**config.mk**
```make
export PLATFORM = sky130hd
export DESIGN_NAME = map_text_tokenizer_unit
export DESIGN_NICKNAME = d
export VERILOG_FILES = /design/src/design/mtt_pkg.sv /design/src/design/mtt_lexer.sv /design/src/design/mtt_result_fifo.sv /design/src/design/map_text_tokenizer_unit.sv
export SDC_FILE = /design/constraint.sdc
export NUM_CORES = 1
export LEC_CHECK = 0
export ABC_AREA = 1
export BUFFER_PORTS_ARGS = -buffer_cell sky130_fd_sc_hd__buf_2
export CELL_PAD_IN_SITES_DETAIL_PLACEMENT = 0
export CELL_PAD_IN_SITES_GLOBAL_PLACEMENT = 1
export CORE_MARGIN = 3
export CORE_UTILIZATION = 47
export DETAILED_ROUTE_END_ITERATION = 8
export GPL_ROUTABILITY_DRIVEN = 0
export GPL_TIMING_DRIVEN = 0
export PLACE_DENSITY = 0.81
export SKIP_LAST_GASP = 1
export SYNTH_ARGS = -nofsm -noshare
export SYNTH_HDL_FRONTEND = slang
export SYNTH_SLANG_ARGS = --single-unit
```
**constraint.sdc**
```tcl
create_clock -name clk -period 4.6 [get_ports clk]
set_input_delay 0.92 -clock clk [delete_from_list [all_inputs] [get_ports clk]]
set_output_delay 0.92 -clock clk [all_outputs]
set_load 0.03 [all_outputs]
```
**src/design/mtt_pkg.sv**
```systemverilog
`timescale 1ns / 1ps
// ----------------------------------------------------------------------------
// Map text tokenizer package
// Shared constants: default widths, token kinds and the character codes that
// the lexer recognizes.
// ----------------------------------------------------------------------------
package mtt_pkg;

	localparam int OFFSET_WIDTH_DEF = 24;
	localparam int LINE_WIDTH_DEF   = 20;

	localparam logic [1:0] TOK_SYMBOL = 2'd0;
	localparam logic [1:0] TOK_STRING = 2'd1;
	localparam logic [1:0] TOK_WORD   = 2'd2;
	localparam logic [1:0] TOK_END    = 2'd3;

	localparam logic [7:0] CH_LBRACE = 8'h7B;
	localparam logic [7:0] CH_RBRACE = 8'h7D;
	localparam logic [7:0] CH_LPAREN = 8'h28;
	localparam logic [7:0] CH_RPAREN = 8'h29;
	localparam logic [7:0] CH_LBRACK = 8'h5B;
	localparam logic [7:0] CH_RBRACK = 8'h5D;
	localparam logic [7:0] CH_SPACE  = 8'h20;
	localparam logic [7:0] CH_TAB    = 8'h09;
	localparam logic [7:0] CH_CR     = 8'h0D;
	localparam logic [7:0] CH_LF     = 8'h0A;
	localparam logic [7:0] CH_QUOTE  = 8'h22;
	localparam logic [7:0] CH_SLASH  = 8'h2F;

endpackage

```
**src/design/mtt_lexer.sv**
```systemverilog
`timescale 1ns / 1ps
// ----------------------------------------------------------------------------
// Map text tokenizer lexer stage
// Holds the accepted request in an input register and the scan state, and
// produces up to two packed tokens per request for the result queue.
// ----------------------------------------------------------------------------
module mtt_lexer #(
	parameter int OFFSET_WIDTH = mtt_pkg::OFFSET_WIDTH_DEF,
	parameter int LINE_WIDTH   = mtt_pkg::LINE_WIDTH_DEF,
	parameter int RES_W        = 2 * OFFSET_WIDTH + LINE_WIDTH + 11
) (
	input  logic             clk,
	input  logic             arst_n,
	input  logic             in_valid,
	output logic             in_ready,
	input  logic             in_end,
	input  logic [7:0]       in_byte,
	input  logic             room,
	output logic [1:0]       push_n,
	output logic [RES_W-1:0] push_d0,
	output logic [RES_W-1:0] push_d1
);

	typedef enum logic [2:0] {
		MODE_BETWEEN = 3'd0,
		MODE_SLASH   = 3'd1,
		MODE_COMMENT = 3'd2,
		MODE_STRING  = 3'd3,
		MODE_WORD    = 3'd4
	} mode_t;

	logic                    valid_s1;
	logic                    end_s1;
	logic [7:0]              byte_s1;
	logic                    adv;

	mode_t                   mode_q, mode_d;
	logic [OFFSET_WIDTH-1:0] pos_q, pos_d, pstart_q, pstart_d;
	logic [LINE_WIDTH-1:0]   line_q, line_d, pline_q, pline_d;

	logic                    is_sp, is_sym, is_nl, is_quote, is_slash;
	logic [OFFSET_WIDTH-1:0] pos_inc, plen;
	logic [LINE_WIDTH-1:0]   line_inc;
	logic                    do_between;

	logic [1:0]              n;
	logic [1:0]              r0_kind, r1_kind;
	logic [OFFSET_WIDTH-1:0] r0_start, r1_start, r0_len, r1_len;
	logic [LINE_WIDTH-1:0]   r0_line, r1_line;
	logic [7:0]              r0_sym, r1_sym;

	assign adv      = valid_s1 && room;
	assign in_ready = !valid_s1 || room;

	always_ff @(posedge clk or negedge arst_n) begin
		if (!arst_n) begin
			valid_s1 <= 1'b0;
		end else if (in_ready) begin
			valid_s1 <= in_valid;
		end
	end

	always_ff @(posedge clk) begin
		if (in_ready && in_valid) begin
			end_s1  <= in_end;
			byte_s1 <= in_byte;
		end
	end

	always_ff @(posedge clk or negedge arst_n) begin
		if (!arst_n) begin
			mode_q   <= MODE_BETWEEN;
			pos_q    <= '0;
			line_q   <= LINE_WIDTH'(1);
			pstart_q <= '0;
			pline_q  <= LINE_WIDTH'(1);
		end else if (adv) begin
			mode_q   <= mode_d;
			pos_q    <= pos_d;
			line_q   <= line_d;
			pstart_q <= pstart_d;
			pline_q  <= pline_d;
		end
	end

	always_comb begin
		is_nl    = (byte_s1 == mtt_pkg::CH_LF);
		is_sp    = (byte_s1 == mtt_pkg::CH_SPACE) || (byte_s1 == mtt_pkg::CH_TAB) ||
			(byte_s1 == mtt_pkg::CH_CR) || is_nl;
		is_sym   = (byte_s1 == mtt_pkg::CH_LBRACE) || (byte_s1 == mtt_pkg::CH_RBRACE) ||
			(byte_s1 == mtt_pkg::CH_LPAREN) || (byte_s1 == mtt_pkg::CH_RPAREN) ||
			(byte_s1 == mtt_pkg::CH_LBRACK) || (byte_s1 == mtt_pkg::CH_RBRACK);
		is_quote = (byte_s1 == mtt_pkg::CH_QUOTE);
		is_slash = (byte_s1 == mtt_pkg::CH_SLASH);
		pos_inc  = (pos_q != '1) ? pos_q + OFFSET_WIDTH'(1) : pos_q;
		line_inc = (line_q != '1) ? line_q + LINE_WIDTH'(1) : line_q;
		plen     = (pos_q >= pstart_q) ? pos_q - pstart_q : '0;
	end

	always_comb begin
		mode_d     = mode_q;
		pos_d      = pos_inc;
		line_d     = line_q;
		pstart_d   = pstart_q;
		pline_d    = pline_q;
		do_between = 1'b0;
		n          = 2'd0;
		r0_kind    = mtt_pkg::TOK_WORD;
		r0_start   = pstart_q;
		r0_len     = plen;
		r0_line    = pline_q;
		r0_sym     = '0;
		r1_kind    = mtt_pkg::TOK_END;
		r1_start   = pos_q;
		r1_len     = '0;
		r1_line    = line_q;
		r1_sym     = '0;

		if (end_s1) begin
			if (mode_q == MODE_SLASH || mode_q == MODE_WORD || mode_q == MODE_STRING) begin
				r0_kind = (mode_q == MODE_STRING) ? mtt_pkg::TOK_STRING : mtt_pkg::TOK_WORD;
				n       = 2'd2;
			end else begin
				r0_kind  = mtt_pkg::TOK_END;
				r0_start = pos_q;
				r0_len   = '0;
				r0_line  = line_q;
				n        = 2'd1;
			end
			mode_d   = MODE_BETWEEN;
			pos_d    = '0;
			line_d   = LINE_WIDTH'(1);
			pstart_d = '0;
			pline_d  = LINE_WIDTH'(1);
		end else begin
			case (mode_q)
				MODE_SLASH, MODE_WORD: begin
					if (mode_q == MODE_SLASH && is_slash) begin
						mode_d = MODE_COMMENT;
					end else if (is_sp || is_sym) begin
						n          = 2'd1;
						do_between = 1'b1;
					end else begin
						mode_d = MODE_WORD;
					end
				end
				MODE_COMMENT: begin
					do_between = is_nl;
				end
				MODE_STRING: begin
					if (is_quote) begin
						r0_kind = mtt_pkg::TOK_STRING;
						n       = 2'd1;
						mode_d  = MODE_BETWEEN;
					end else if (is_nl) begin
						line_d = line_inc;
					end
				end
				default: begin
					do_between = 1'b1;
				end
			endcase

			if (do_between) begin
				mode_d = MODE_BETWEEN;
				if (is_sp) begin
					if (is_nl) begin
						line_d = line_inc;
					end
				end else if (is_sym) begin
					if (n == 2'd0) begin
						r0_kind  = mtt_pkg::TOK_SYMBOL;
						r0_start = pos_q;
						r0_len   = OFFSET_WIDTH'(1);
						r0_line  = line_q;
						r0_sym   = byte_s1;
						n        = 2'd1;
					end else begin
						r1_kind  = mtt_pkg::TOK_SYMBOL;
						r1_len   = OFFSET_WIDTH'(1);
						r1_sym   = byte_s1;
						n        = 2'd2;
					end
				end else if (is_quote) begin
					pstart_d = pos_inc;
					pline_d  = line_q;
					mode_d   = MODE_STRING;
				end else begin
					pstart_d = pos_q;
					pline_d  = line_q;
					mode_d   = is_slash ? MODE_SLASH : MODE_WORD;
				end
			end
		end
	end

	assign push_n  = adv ? n : 2'd0;
	assign push_d0 = {(n == 2'd1), r0_sym, r0_line, r0_len, r0_start, r0_kind};
	assign push_d1 = {1'b1, r1_sym, r1_line, r1_len, r1_start, r1_kind};

endmodule

```
**src/design/mtt_result_fifo.sv**
```systemverilog
`timescale 1ns / 1ps
// ----------------------------------------------------------------------------
// Map text tokenizer result queue
// Four-entry queue that takes up to two tokens per cycle and hands out one.
// ----------------------------------------------------------------------------
module mtt_result_fifo #(
	parameter int RES_W = 2 * mtt_pkg::OFFSET_WIDTH_DEF + mtt_pkg::LINE_WIDTH_DEF + 11
) (
	input  logic             clk,
	input  logic             arst_n,
	input  logic [1:0]       push_n,
	input  logic [RES_W-1:0] push_d0,
	input  logic [RES_W-1:0] push_d1,
	output logic             room,
	output logic             out_valid,
	input  logic             out_ready,
	output logic [RES_W-1:0] out_data
);

	logic [RES_W-1:0] mem_q [4];
	logic [1:0]       wr_ptr_q;
	logic [1:0]       rd_ptr_q;
	logic [2:0]       count_q;
	logic             pop;

	assign out_valid = (count_q != 3'd0);
	assign pop       = out_valid && out_ready;
	assign room      = (count_q <= 3'd2) || ((count_q == 3'd3) && pop);
	assign out_data  = mem_q[rd_ptr_q];

	always_ff @(posedge clk or negedge arst_n) begin
		if (!arst_n) begin
			wr_ptr_q <= '0;
			rd_ptr_q <= '0;
			count_q  <= '0;
		end else begin
			wr_ptr_q <= wr_ptr_q + push_n;
			rd_ptr_q <= rd_ptr_q + 2'(pop);
			count_q  <= count_q + 3'(push_n) - 3'(pop);
		end
	end

	always_ff @(posedge clk) begin
		if (push_n != 2'd0) begin
			mem_q[wr_ptr_q] <= push_d0;
		end
		if (push_n == 2'd2) begin
			mem_q[wr_ptr_q + 2'd1] <= push_d1;
		end
	end

endmodule

```
**src/design/map_text_tokenizer_unit.sv**
```systemverilog
`timescale 1ns / 1ps
// ----------------------------------------------------------------------------
// Map text tokenizer
// An accepted request waits in the input register until its tokens are
// written to the result queue. Throughput: one request per cycle while the
// four-entry result queue has room; it hands out one token at a time.
// Reset clears the input register, the scan state and the result queue.
// ----------------------------------------------------------------------------
module map_text_tokenizer_unit #(
	parameter int OFFSET_WIDTH = mtt_pkg::OFFSET_WIDTH_DEF,
	parameter int LINE_WIDTH   = mtt_pkg::LINE_WIDTH_DEF,
	localparam int TDATA_W     = ((2 * OFFSET_WIDTH + LINE_WIDTH + 8 + 7) / 8) * 8
) (
	input  logic               clk,
	input  logic               arst_n,
	input  logic               s_axis_tvalid,
	output logic               s_axis_tready,
	input  logic [7:0]         s_axis_tdata,  // text_byte
	input  logic               s_axis_tuser,  // kind
	output logic               m_axis_tvalid,
	input  logic               m_axis_tready,
	// token_start, token_length, token_line, symbol_code, zero fill
	output logic [TDATA_W-1:0] m_axis_tdata,
	output logic [1:0]         m_axis_tuser,  // token_kind
	output logic               m_axis_tlast
);

	localparam int RES_W = 2 * OFFSET_WIDTH + LINE_WIDTH + 11;

	logic             room;
	logic [1:0]       push_n;
	logic [RES_W-1:0] push_d0;
	logic [RES_W-1:0] push_d1;
	logic [RES_W-1:0] out_data;

	mtt_lexer #(
		.OFFSET_WIDTH(OFFSET_WIDTH),
		.LINE_WIDTH  (LINE_WIDTH),
		.RES_W       (RES_W)
	) u_lexer (
		.clk     (clk),
		.arst_n  (arst_n),
		.in_valid(s_axis_tvalid),
		.in_ready(s_axis_tready),
		.in_end  (s_axis_tuser),
		.in_byte (s_axis_tdata),
		.room    (room),
		.push_n  (push_n),
		.push_d0 (push_d0),
		.push_d1 (push_d1)
	);

	mtt_result_fifo #(
		.RES_W(RES_W)
	) u_fifo (
		.clk      (clk),
		.arst_n   (arst_n),
		.push_n   (push_n),
		.push_d0  (push_d0),
		.push_d1  (push_d1),
		.room     (room),
		.out_valid(m_axis_tvalid),
		.out_ready(m_axis_tready),
		.out_data (out_data)
	);

	assign m_axis_tuser = out_data[1:0];
	assign m_axis_tdata = TDATA_W'(out_data[RES_W-2:2]);
	assign m_axis_tlast = out_data[RES_W-1];

endmodule

```
==> qor.csv <==
metric,value,unit
status,"finished, final reports clean",
cap_violations,0,
avgSynthCellArea,7.94,um^2
critPathSlowestCell,dfrtp_1,
synth_edf_count,229,
die_h,229,um
grt_antenna_before_repair,2,
max_stage_delay,0.61,ns
synthToLayoutAreaGrowth,12.8,%
drtPass1Iterations,6,
drc,0,
io_pins,98,
cts-root-buf,clkbuf_16,
clk_path_buf_depth,3,
ant_nets,0,
routed_wl,90.3,mm
cts_tree,yes,
synthCells,2939,
crit_type,reg2out,
seq_area,0.0113,mm^2
fill_cells,4691,
numCtsBuffers,48,
initial_core_util,47.7,%
reg2reg_from,u_lexer.byte_s1[3],
hold_viol_final,0,
synth_flop_cell,edfxtp_1,
reg2regPathDepth,17,
coreArea,0.0490,mm^2
setup_tns,0,ns
end_kind,output pin,
fin_hold_ws,0.313,ns
setup_viol,0,
p_per_area,667,mW/mm^2
drtIter0Drc,2639,
track_usage,33.4,%
grt_max_degree,63,
drive_gt1_share,9.41,%
io_buffers,93,
yosysTopAreaCell,edfxtp_1,
fin_skew,0.0203,ns
reg2reg_to,u_fifo.mem_q[3][77],
dpl-instance-area,0.0248,mm^2
rsz0062_at_grt,no,
required,3.68,ns
die_x,229,um
slew_viol_final,0,
async_flop_share,23.3,%
crit_top_cell,clkbuf_2,
synthTopCellsByArea,"edfxtp_1 29%, dfrtp_1 10%, nand2_1 10%",
num_rows,81,
fp.dieArea,0.0523,mm^2
grt_pass1_vias,22100,
ys_seq_area_share,48.3,%
nets,3140,
stdcell_area,0.0263,mm^2
clk-insertion-delay-late,0.60,ns
period_needed,4.50,ns
r2r_setup_slack,0.48,ns
holdCritPathClass,in2async,
wl_per_cell,23.8,um
start_kind,flop,
multiInputGateArea,0.0104,mm^2
crit_end,m_axis_tdata[65],
overflow,0,
place_hpwl,63.5,mm
cp_cell_sequence,clkbuf_2 -> inv_1 -> clkbuf_2 -> clkbuf_1 -> o21ai_0 -> o22ai_1 -> buf_2,
clkSinkCount,424,
p_leak,11.1,nW
totalPowerFinal,0.0176,W
worstMarginPinSlew,1.24,ns
cts_max_level,2,
max-vdd-ir-drop,0.000378,V
synth-seq-cells,424,
cp.arrival,3.58,ns
synth.distinct_cells,51,
clk_pin_slew,0.06,ns
routed_via_density,6.09,
vias,23100,
grt_first_pass_wirelength,135,mm
relSlewSlack,17.1,%
critical_path.max_fanout,10,
crit_start,u_fifo.rd_ptr_q[0],
syn_area,0.0233,mm^2
max_freq,222,MHz
yosysWarnings,0,
fin_crit_sh,97.9,%
synth_top_area_share,29.5,%
-- critical path, delay by kind of cell (launching register included) --
family | cells | cell delay, ns
DFF | 1 | 0.61
AOI/OAI and AO/OA | 2 | 0.48
buffers and inverters | 5 | 1.89
-- per-layer routing --
metal | wire length, um | GRT usage, % | part of all wire, %
met1 | 36600 | 45.2 | 40
met2 | 40000 | 52.7 | 44
met3 | 9590 | 6.63 | 11
met4 | 4140 | 14.1 | 4.6
met5 | 13 | 0 | 0.014
-- how the worst min path moves through the flow --
stage                     slack (ns)                  end  depth (start not counted)           startpoint
after floorplan                 0.42  u_fifo.mem_q[1][78]                          2  u_fifo.mem_q[1][78]
after global placement          0.44  u_fifo.mem_q[1][78]                          2  u_fifo.mem_q[1][78]
after detailed placement        0.45  u_fifo.mem_q[1][78]                          2  u_fifo.mem_q[1][78]
after CTS                       0.31     u_lexer.valid_s1                          1               arst_n
after global routing            0.34     u_lexer.valid_s1                          1               arst_n
final                           0.31     u_lexer.valid_s1                          1               arst_n
-- final cells by class --
class | count | share of cell area (%)
diodes | 1 | 0.00951
plain buffers | 201 | 3.57
clock inverters | 15 | 0.328
clock buffers | 75 | 5.30
inverters | 202 | 2.89
repair buffers | 98 | 2.30
flip-flops and latches | 424 | 42.9
well taps | 664 | 3.16
multi-input cells | 2119 | 39.6
-- cell usage in the layout, fill, tap and decap left out, types with 31 or more instances in the layout --
| cell | n |
|---|---|
| nand2_1 | 621 |
| nand3_1 | 397 |
| o21ai_0 | 356 |
| nor2_1 | 288 |
| edfxtp_1 | 229 |
| inv_1 | 183 |
| buf_2 | 139 |
| clkbuf_1 | 126 |
| o22ai_1 | 122 |
| dfrtp_1 | 97 |
| dfxtp_1 | 96 |
| a21oi_1 | 64 |
| a22oi_1 | 52 |
| clkbuf_16 | 49 |
| nor3_1 | 36 |
| ha_1 | 31 |
-- cell usage after synthesis, types with 2 or more instances --
| cell | n |
|---|---|
| nand3_1 | 397 |
| nand2_1 | 625 |
| o22ai_1 | 122 |
| nor3_2 | 2 |
| a21boi_0 | 3 |
| edfxtp_1 | 229 |
| dfstp_2 | 2 |
| inv_1 | 183 |
| or2_2 | 2 |
| o21bai_1 | 4 |
| o21a_1 | 2 |
| a211oi_1 | 2 |
| inv_2 | 16 |
| dfxtp_1 | 96 |
| o21ai_0 | 356 |
| a21o_1 | 8 |
| o21ai_1 | 9 |
| buf_6 | 7 |
| o221ai_1 | 2 |
| buf_4 | 17 |
| o211ai_1 | 3 |
| clkbuf_1 | 115 |
| dfrtp_1 | 97 |
| nor2_1 | 288 |
| nor4_1 | 5 |
| nand2_4 | 3 |
| fa_1 | 2 |
| nor3_1 | 36 |
| nand3_2 | 5 |
| a22oi_1 | 52 |
| ha_1 | 31 |
| nor2_2 | 2 |
| xor2_1 | 28 |
| buf_1 | 16 |
| buf_2 | 46 |
| nand4_1 | 28 |
| xnor2_1 | 13 |
| clkinv_1 | 2 |
| nand2_2 | 7 |
| nor2_4 | 2 |
| a21oi_1 | 64 |
-- cell families (layout without fill, tap and decap cells) --
group / Yosys count / count (layout) / share of synthesized area, %
AND/OR/NAND/NOR: 1406 / 1406 / 25.9
AO/OA/AOI/OAI: 631 / 631 / 15.1
flip-flops: 424 / 424 / 48.3
buffers and inverters: 403 / 591 / 7.23
XOR/XNOR: 41 / 41 / 1.54
adder cells (fa/ha/maj): 33 / 33 / 1.83
other: 1 / 9 / 0.0161
-- flip-flops by register name, indices dropped and copies added (netlist names) --
name / flops
u_lexer.pline_q: 20
u_lexer.valid_s1: 1
u_lexer.mode_q: 3
u_lexer.pstart_q: 24
u_fifo.count_q: 3
u_lexer.byte_s1: 8
u_fifo.mem_q: 316
u_fifo.wr_ptr_q: 2
u_fifo.rd_ptr_q: 2
u_lexer.end_s1: 1
u_lexer.line_q: 20
u_lexer.pos_q: 24
-- report_power, final --
part           internal, W  total, W  switching [W]
Sequential         0.00471   0.00498       0.000277
Clock              0.00208   0.00371        0.00163
Combinational      0.00202   0.00886        0.00683
-- stage by stage --
stage	cells	setup WS, ns	util (%)
2_1_floorplan	2946	0.699	-
5_1_grt	3798	0.0557	53.8
6_report	3799	0.0963	53.8
3_3_place_gp	3703	-1.46	50.4
3_5_place_dp	3708	0.193	50.7
4_1_cts	3798	0.0348	53.8
-- repair_timing --
action,in CTS,in global routing
gates resized for setup,6,6
buffers inserted,0,0
endpoints found under the setup margin,63,5
hold buffers,0,0
Power figures use the tool's default switching activity.
